**src/hw/rtl/pqt_pkg.sv**
```systemverilog
// pqt_pkg: shared codes, defaults and the cell control struct for the
// sorted priority queue. No dependencies.
`timescale 1ns / 1ps

package pqt_pkg;

  localparam int unsigned DefQueueDepth  = 16;
  localparam int unsigned DefPayloadBits = 32;

  localparam int unsigned OpcodeBits = 2;
  localparam int unsigned StatusBits = 2;
  localparam int unsigned PrioBits   = 8;
  localparam int unsigned WordBits   = 32;
  localparam int unsigned OccBits    = 5;

  localparam logic [OpcodeBits-1:0] OP_ENQUEUE = 2'd0;
  localparam logic [OpcodeBits-1:0] OP_HEAD    = 2'd1;
  localparam logic [OpcodeBits-1:0] OP_EXACT   = 2'd2;
  localparam logic [OpcodeBits-1:0] OP_THRESH  = 2'd3;

  localparam logic [StatusBits-1:0] ST_DONE  = 2'd0;
  localparam logic [StatusBits-1:0] ST_EMPTY = 2'd1;
  localparam logic [StatusBits-1:0] ST_FULL  = 2'd2;

  // broadcast from the controller to every cell of the chain
  typedef struct packed {
    logic eval;        // capture compare flags against the key
    logic enq;         // open a gap and insert the new entry
    logic shift_all;   // every cell takes its right neighbor
    logic shift_tail;  // cells from the first match on take their right neighbor
  } pqt_ctrl_t;

endpackage

```
**src/hw/rtl/priority_queue_table.sv**
```systemverilog
// priority_queue_table: each accepted operation has an evaluate phase, in which every cell compares
// its priority with the key, then a commit phase, in which the chain shifts and the result register
// loads. A new request is taken only when idle or in the commit phase of the last one, never before.
// A result that is not taken holds the chain in its commit phase.
// Reset clears the valid bits, the entry count and the handshake; entry data is not reset.
// Depends on pqt_pkg and pqt_cell.
`timescale 1ns / 1ps

module priority_queue_table import pqt_pkg::*; #(
  parameter int unsigned QUEUE_DEPTH  = DefQueueDepth,
  parameter int unsigned PAYLOAD_BITS = DefPayloadBits
) (
  input  logic                  clk_i,
  input  logic                  rst_ni,
  input  logic                  in_valid_i,
  output logic                  in_ready_o,
  input  logic [OpcodeBits-1:0] opcode_i,
  input  logic [PrioBits-1:0]   priority_key_i,
  input  logic [WordBits-1:0]   payload_in_i,
  output logic                  out_valid_o,
  input  logic                  out_ready_i,
  output logic [StatusBits-1:0] status_o,
  output logic                  found_o,
  output logic [PrioBits-1:0]   priority_out_o,
  output logic [WordBits-1:0]   payload_out_o,
  output logic [OccBits-1:0]    occupancy_o
);

  localparam int unsigned CntBits = $clog2(QUEUE_DEPTH + 1);
  localparam logic [CntBits-1:0] CntFull = CntBits'(QUEUE_DEPTH);

  localparam logic [1:0] PH_IDLE   = 2'd0;
  localparam logic [1:0] PH_EVAL   = 2'd1;
  localparam logic [1:0] PH_COMMIT = 2'd2;

  logic [1:0]              phase_q, phase_d;
  logic [OpcodeBits-1:0]   op_q;
  logic [PrioBits-1:0]     key_q;
  logic [PAYLOAD_BITS-1:0] pay_q;
  logic [CntBits-1:0]      count_q, count_d;

  logic                    out_valid_q;
  logic [StatusBits-1:0]   res_status_q, res_status_d;
  logic                    res_found_q, res_found_d;
  logic [PrioBits-1:0]     res_prio_q, res_prio_d;
  logic [WordBits-1:0]     res_pay_q;
  logic [PAYLOAD_BITS-1:0] res_pay_d;
  logic [CntBits-1:0]      res_cnt_q;

  logic                    accept, commit, full, exact_found;
  logic [63:0]             pay_in_ext, pay_out_ext;
  logic [PAYLOAD_BITS-1:0] hit_pay;
  pqt_ctrl_t               ctrl;

  logic [QUEUE_DEPTH-1:0]  valid_vec, ge_vec, eq_vec;
  logic [PrioBits-1:0]     cell_prio [QUEUE_DEPTH];
  logic [PAYLOAD_BITS-1:0] cell_pay  [QUEUE_DEPTH];

  assign commit     = (phase_q == PH_COMMIT) && (!out_valid_q || out_ready_i);
  assign in_ready_o = (phase_q == PH_IDLE) || commit;
  assign accept     = in_valid_i && in_ready_o;

  assign full        = (count_q == CntFull);
  assign exact_found = |eq_vec;
  assign pay_in_ext  = 64'(payload_in_i);

  always_comb begin
    ctrl            = '0;
    ctrl.eval       = (phase_q == PH_EVAL);
    ctrl.enq        = commit && (op_q == OP_ENQUEUE) && !full;
    ctrl.shift_all  = commit && (((op_q == OP_HEAD) && valid_vec[0]) ||
                                 ((op_q == OP_THRESH) && ge_vec[0]));
    ctrl.shift_tail = commit && (op_q == OP_EXACT) && exact_found;
  end

  // equal priorities sit side by side, so the first match has no match on its left
  always_comb begin
    hit_pay = '0;
    for (int i = 0; i < QUEUE_DEPTH; i++) begin
      if (eq_vec[i] && ((i == 0) || !eq_vec[(i == 0) ? 0 : i - 1])) begin
        hit_pay = hit_pay | cell_pay[i];
      end
    end
  end

  always_comb begin
    res_status_d = ST_EMPTY;
    res_found_d  = 1'b0;
    res_prio_d   = '0;
    res_pay_d    = '0;
    count_d      = count_q;
    unique case (op_q)
      OP_ENQUEUE: begin
        if (full) begin
          res_status_d = ST_FULL;
        end else begin
          res_status_d = ST_DONE;
          count_d      = CntBits'(count_q + CntBits'(1));
        end
      end
      OP_HEAD, OP_THRESH: begin
        if ((op_q == OP_HEAD) ? valid_vec[0] : ge_vec[0]) begin
          res_status_d = ST_DONE;
          res_found_d  = 1'b1;
          res_prio_d   = cell_prio[0];
          res_pay_d    = cell_pay[0];
          count_d      = CntBits'(count_q - CntBits'(1));
        end
      end
      OP_EXACT: begin
        if (exact_found) begin
          res_status_d = ST_DONE;
          res_found_d  = 1'b1;
          res_prio_d   = key_q;
          res_pay_d    = hit_pay;
          count_d      = CntBits'(count_q - CntBits'(1));
        end
      end
      default: ;
    endcase
  end

  assign pay_out_ext = 64'(res_pay_d);

  always_comb begin
    phase_d = phase_q;
    unique case (phase_q)
      PH_IDLE:   if (in_valid_i) phase_d = PH_EVAL;
      PH_EVAL:   phase_d = PH_COMMIT;
      PH_COMMIT: begin
        if (commit) phase_d = in_valid_i ? PH_EVAL : PH_IDLE;
      end
      default:   phase_d = PH_IDLE;
    endcase
  end

  always_ff @(posedge clk_i or negedge rst_ni) begin
    if (!rst_ni) begin
      phase_q     <= PH_IDLE;
      count_q     <= '0;
      out_valid_q <= 1'b0;
    end else begin
      phase_q <= phase_d;
      if (commit) begin
        count_q     <= count_d;
        out_valid_q <= 1'b1;
      end else if (out_ready_i) begin
        out_valid_q <= 1'b0;
      end
    end
  end

  always_ff @(posedge clk_i) begin
    if (accept) begin
      op_q  <= opcode_i;
      key_q <= priority_key_i;
      pay_q <= pay_in_ext[PAYLOAD_BITS-1:0];
    end
    if (commit) begin
      res_status_q <= res_status_d;
      res_found_q  <= res_found_d;
      res_prio_q   <= res_prio_d;
      res_pay_q    <= pay_out_ext[WordBits-1:0];
      res_cnt_q    <= count_d;
    end
  end

  for (genvar g = 0; g < QUEUE_DEPTH; g++) begin : g_cell
    logic                    l_ge, l_valid, r_valid;
    logic [PrioBits-1:0]     l_prio, r_prio;
    logic [PAYLOAD_BITS-1:0] l_pay, r_pay;

    if (g == 0) begin : g_head
      assign l_ge    = 1'b1;
      assign l_valid = 1'b0;
      assign l_prio  = '0;
      assign l_pay   = '0;
    end else begin : g_mid
      assign l_ge    = ge_vec[g-1];
      assign l_valid = valid_vec[g-1];
      assign l_prio  = cell_prio[g-1];
      assign l_pay   = cell_pay[g-1];
    end

    if (g == QUEUE_DEPTH - 1) begin : g_tail
      assign r_valid = 1'b0;
      assign r_prio  = '0;
      assign r_pay   = '0;
    end else begin : g_body
      assign r_valid = valid_vec[g+1];
      assign r_prio  = cell_prio[g+1];
      assign r_pay   = cell_pay[g+1];
    end

    pqt_cell #(
      .PAYLOAD_BITS(PAYLOAD_BITS)
    ) u_cell (
      .clk_i          (clk_i),
      .rst_ni         (rst_ni),
      .ctrl_i         (ctrl),
      .key_i          (key_q),
      .new_payload_i  (pay_q),
      .left_ge_i      (l_ge),
      .left_valid_i   (l_valid),
      .left_prio_i    (l_prio),
      .left_payload_i (l_pay),
      .right_valid_i  (r_valid),
      .right_prio_i   (r_prio),
      .right_payload_i(r_pay),
      .valid_o        (valid_vec[g]),
      .prio_o         (cell_prio[g]),
      .payload_o      (cell_pay[g]),
      .ge_o           (ge_vec[g]),
      .eq_o           (eq_vec[g])
    );
  end

  assign out_valid_o    = out_valid_q;
  assign status_o       = res_status_q;
  assign found_o        = res_found_q;
  assign priority_out_o = res_prio_q;
  assign payload_out_o  = res_pay_q;
  assign occupancy_o    = OccBits'(res_cnt_q);

  a_count_bound: assert property (@(posedge clk_i) disable iff (!rst_ni)
    count_q <= CntFull)
    else $error("entry count above queue depth");

  a_no_accept_in_eval: assert property (@(posedge clk_i) disable iff (!rst_ni)
    (phase_q == PH_EVAL) |-> !in_ready_o)
    else $error("request taken while compare flags are pending");

  a_found_done: assert property (@(posedge clk_i) disable iff (!rst_ni)
    (out_valid_o && found_o) |-> (status_o == ST_DONE))
    else $error("removed entry presented with a failing status");

  a_count_matches_chain: assert property (@(posedge clk_i) disable iff (!rst_ni)
    (phase_q == PH_IDLE) |-> ($countones(valid_vec) == int'(count_q)))
    else $error("valid cells disagree with entry count");

endmodule

```
**src/hw/rtl/pqt_cell.sv**
```systemverilog
// pqt_cell: one slot of the sorted chain; holds an entry and its compare
// flags, and moves data to and from its neighbors. Depends on pqt_pkg.
`timescale 1ns / 1ps

module pqt_cell import pqt_pkg::*; #(
  parameter int unsigned PAYLOAD_BITS = DefPayloadBits
) (
  input  logic                    clk_i,
  input  logic                    rst_ni,
  input  pqt_ctrl_t               ctrl_i,
  input  logic [PrioBits-1:0]     key_i,
  input  logic [PAYLOAD_BITS-1:0] new_payload_i,
  input  logic                    left_ge_i,
  input  logic                    left_valid_i,
  input  logic [PrioBits-1:0]     left_prio_i,
  input  logic [PAYLOAD_BITS-1:0] left_payload_i,
  input  logic                    right_valid_i,
  input  logic [PrioBits-1:0]     right_prio_i,
  input  logic [PAYLOAD_BITS-1:0] right_payload_i,
  output logic                    valid_o,
  output logic [PrioBits-1:0]     prio_o,
  output logic [PAYLOAD_BITS-1:0] payload_o,
  output logic                    ge_o,
  output logic                    eq_o
);

  logic                    valid_q, valid_d;
  logic [PrioBits-1:0]     prio_q, prio_d;
  logic [PAYLOAD_BITS-1:0] payload_q, payload_d;
  logic                    ge_q, ge_d, gt_q, gt_d, eq_q, eq_d;

  always_comb begin
    ge_d = ge_q;
    gt_d = gt_q;
    eq_d = eq_q;
    if (ctrl_i.eval) begin
      ge_d = valid_q && (prio_q >= key_i);
      gt_d = valid_q && (prio_q > key_i);
      eq_d = valid_q && (prio_q == key_i);
    end
  end

  always_comb begin
    priority if (ctrl_i.enq && !ge_q) begin
      // first cell below the key takes the new entry, the rest move right
      if (left_ge_i) begin
        valid_d   = 1'b1;
        prio_d    = key_i;
        payload_d = new_payload_i;
      end else begin
        valid_d   = left_valid_i;
        prio_d    = left_prio_i;
        payload_d = left_payload_i;
      end
    end else if (ctrl_i.shift_all || (ctrl_i.shift_tail && !gt_q)) begin
      valid_d   = right_valid_i;
      prio_d    = right_prio_i;
      payload_d = right_payload_i;
    end else begin
      valid_d   = valid_q;
      prio_d    = prio_q;
      payload_d = payload_q;
    end
  end

  always_ff @(posedge clk_i or negedge rst_ni) begin
    if (!rst_ni) begin
      valid_q <= 1'b0;
      ge_q    <= 1'b0;
      gt_q    <= 1'b0;
      eq_q    <= 1'b0;
    end else begin
      valid_q <= valid_d;
      ge_q    <= ge_d;
      gt_q    <= gt_d;
      eq_q    <= eq_d;
    end
  end

  always_ff @(posedge clk_i) begin
    prio_q    <= prio_d;
    payload_q <= payload_d;
  end

  assign valid_o   = valid_q;
  assign prio_o    = prio_q;
  assign payload_o = payload_q;
  assign ge_o      = ge_q;
  assign eq_o      = eq_q;

endmodule

```
**config.mk**
```make
export PLATFORM = sky130hd
export DESIGN_NAME = priority_queue_table
export DESIGN_NICKNAME = d
export VERILOG_FILES = /design/src/hw/rtl/pqt_pkg.sv /design/src/hw/rtl/priority_queue_table.sv /design/src/hw/rtl/pqt_cell.sv
export SDC_FILE = /design/constraint.sdc
export NUM_CORES = 2
export LEC_CHECK = 0
export BUFFER_PORTS_ARGS = -buffer_cell sky130_fd_sc_hd__buf_2
export CORE_MARGIN = 4
export CORE_UTILIZATION = 40
export DETAILED_ROUTE_END_ITERATION = 10
export SLEW_MARGIN = 5
export SYNTH_ARGS = -nofsm -noshare
export SYNTH_HDL_FRONTEND = slang
export SYNTH_SLANG_ARGS = --single-unit
```
**constraint.sdc**
```tcl
create_clock -name clk_i -period 4.35 [get_ports clk_i]
set_input_delay 0.435 -clock clk_i [delete_from_list [all_inputs] [get_ports clk_i]]
set_output_delay 0.435 -clock clk_i [all_outputs]
set_load 0.02 [all_outputs]
```
==> qor.csv <==
stage,metric,value,unit
outcome,status,completed,
worst_setup_path,cp_max_fo,24,
finish,drive_above_1_share,11.1,%
clock_network,cts_root_buffer,clkbuf_16,
finish,nets,4182,
clock_network,cts_buffer_depth,3,
die,start_util,40.3,%
timing,slew_headroom,21.0,%
global_routing,grt_max_degree,82,
timing,hold_viol,0,
clock_network,htreeDepth,3,
placed_design,portBuffers,95,
worst_setup_path,crit_arrival,3.68,ns
route,ant_nets,0,
synthesis,yosysTopAreaCellShare,49.2,%
route,viasPerCell,6.22,
synthesis,ys_seq_elements,802,
die,fp.coreArea,0.111,sq mm
finish,final_core_util,45.2,%
synthesis,synth_top_area_cell,edfxtp_1,
die,die-area,0.117,sq mm
synthesis,ys_top_cells_by_count,"edfxtp_1 (730), nand2_1 (701), mux2i_1 (616)",
worst_setup_path,crit_path_start_kind,register,
route,drt-pass1-iter-count,6,
timing,fin_crit,3.38,ns
global_routing,grt_pass1_vias,33500,
synthesis,synth_edf_count,730,
timing,slew_violations,0,
die,die_w,342,um
hold_path,worstHoldPathType,in -> reg,
placed_design,place_hpwl,99100,um
global_routing,grt_pass1_wl,234000,um
route,vias,34700,
clock_network,numCtsBuffers,92,
synthesis,synth.distinct_cells,58,
worst_setup_path,end_kind,register,
route,postRouteWirelength,161000,um
worst_setup_path,worstPathRequired,4.65,ns
placed_design,place_area,0.0467,sq mm
die,placementRows,122,
synthesis,syn_area_per_cell,11.1,sq um
timing,period_share,77.7,%
synthesis,synth_top_family_by_area,multiplexers,
timing,finalSetupViolations,0,
synthesis,synthMuxAreaShare,15.3,%
worst_setup_path,rrSetupSlack,0.97,ns
timing,worst_pin_slew,1.18,ns
global_routing,grt.total_usage,26.9,%
global_routing,grt_overflow,0,
power_and_ir_drop,powerDensity,462,mW/mm^2
clock_network,path_clk_slew,0.06,ns
timing,setup_tns,0,ns
synthesis,synth-compound-area-share,14.6,%
route,drc_errors,0,
synthesis,netlist_instances,4008,
flow_run,drv_cap,0,
timing,fin_worst_skew,0.0291,ns
global_routing,antenna_found_initial,5,
synthesis,synth-xor-area-share,0.0982,%
synthesis,ys.flop_type,edfxtp_1,
timing,rsz0062_at_grt,false,
placed_design,gp_congestion,0.900,
synthesis,async_reset_ff_share,8.98,%
power_and_ir_drop,ir_drop,0.324,mV
synthesis,synthAdderAreaFrac,3.65,%
finish,area_growth_syn_to_layout,12.1,%
synthesis,synthSimpleGateAreaFrac,9.44,%
synthesis,synthTopCellsByArea,"edfxtp_1 (49%), mux2i_1 (14%), nand2_1 (5.9%)",
route,routedWlPerCell,28.9,um
clock_network,clock-sinks,802,
route,initialDrtViolationCount,4466,
clock_network,cts_tree,done,
finish,num_antenna_cells,0,
power_and_ir_drop,p_leak,0.0191,uW
synthesis,syn_nets,4184,
power_and_ir_drop,total_power,23100,uW
timing,fmax,0.296,GHz
synthesis,synth_most_common_cell,edfxtp_1,
clock_network,worstSkewPairLatency,0.69,ns
die,die_h,342,um
synthesis,syn_area,0.0446,sq mm
synthesis,yosys_warnings,0,
worst_setup_path,worst-setup-path-type,reg -> reg,
finish,final_cell_area,0.0500,sq mm
timing,hold_slack,0.100,ns
die,boundaryPins,96,
synthesis,yosysSeqAreaShare,53.2,%
-- worst paths after layout --
kind | startpoint | cells past startpoint | to
min | out_ready_i | 3 | out_valid_o
min in group asynchronous | rst_ni | 2 | out_valid_o
max reg2reg | op_q[0] | 5 | g_cell[9].u_cell.payload_o[22]
max in group asynchronous | rst_ni | 2 | g_cell[7].u_cell.ge_o
max | op_q[0] | 5 | g_cell[9].u_cell.payload_o[22]
min reg2reg | g_cell[14].u_cell.gt_q | 2 | g_cell[14].u_cell.gt_q
-- area by class of cell --
class / instances / area, sq um
clock inverter: 59 / 423
inverter: 41 / 155
fill: 10300 / 60700
clock buffer: 112 / 2430
multi-input combinational: 2830 / 19500
sequential: 802 / 23800
tap: 1488 / 1860
timing repair buffer: 239 / 1830
-- cells in the final DEF, fill, tap and decap left out, types with 40 or more instances in the layout --
master and instances:
a221oi_1 45, nor2_1 92, clkbuf_16 94, nand4_1 87, dlygate4sd3_1 44, nand2_1 700, buf_2 94, dfrtp_1 56
edfxtp_1 730, buf_4 88, a22o_1 55, mux2i_1 616, ha_1 130, a22oi_1 169, o21ai_1 481, inv_1 40
o21ai_0 135
-- worst max-delay path, cell delays in order, from the launching register on --
cell and delay (ns):
edfxtp_1 0.51, nand2b_1 0.29, a41o_2 0.51, o221a_2 0.39
nor2_4 0.66, buf_4 0.63
-- layer usage --
metal	global-route usage, %	share of wire, %
met1	37.3	41
met2	41.7	44
met3	5.24	11
met4	10.5	4.1
met5	0.167	0.0081
-- timing repair --
item                                   4_1_cts  5_1_grt
endpoints found under the hold margin      115        0
gates resized for setup                      0        0
hold buffers                                44        0
buffers inserted                             0        0
-- cell families (layout without fill, tap and decap cells) --
| family | Yosys count | in the layout |
|---|---|---|
| muxes | 670 | 670 |
| and+or+nand+nor | 985 | 985 |
| adders and majority gates | 130 | 130 |
| DFF | 802 | 802 |
| AOI/OAI and AO/OA | 1040 | 1040 |
| xor gates and xnor gates | 5 | 5 |
| buffers and inverters | 376 | 451 |
-- sequential cells by signal, summed over array words and instances (netlist names), 8 cells and up --
signal / flops
key_q: 8
g_cell.u_cell.payload_o: 512
g_cell.u_cell.gt_q: 16
g_cell.u_cell.ge_o: 16
priority_out_o: 8
g_cell.u_cell.valid_o: 16
g_cell.u_cell.prio_o: 128
g_cell.u_cell.eq_o: 16
payload_out_o: 32
pay_q: 32
-- power by group --
group / switching, uW / internal [uW]
logic: 3110 / 2000
clock network: 3370 / 4210
registers: 1080 / 9300
-- per-stage QoR --
stage               setup slack (ns)  instances
floorplan                      0.660       4008
global placement                1.01       5356
detailed placement             0.977       5356
CTS                            0.967       5571
global route                   0.872       5571
finish                         0.968       5571
Note: power is estimated with default switching activity, not from simulation.
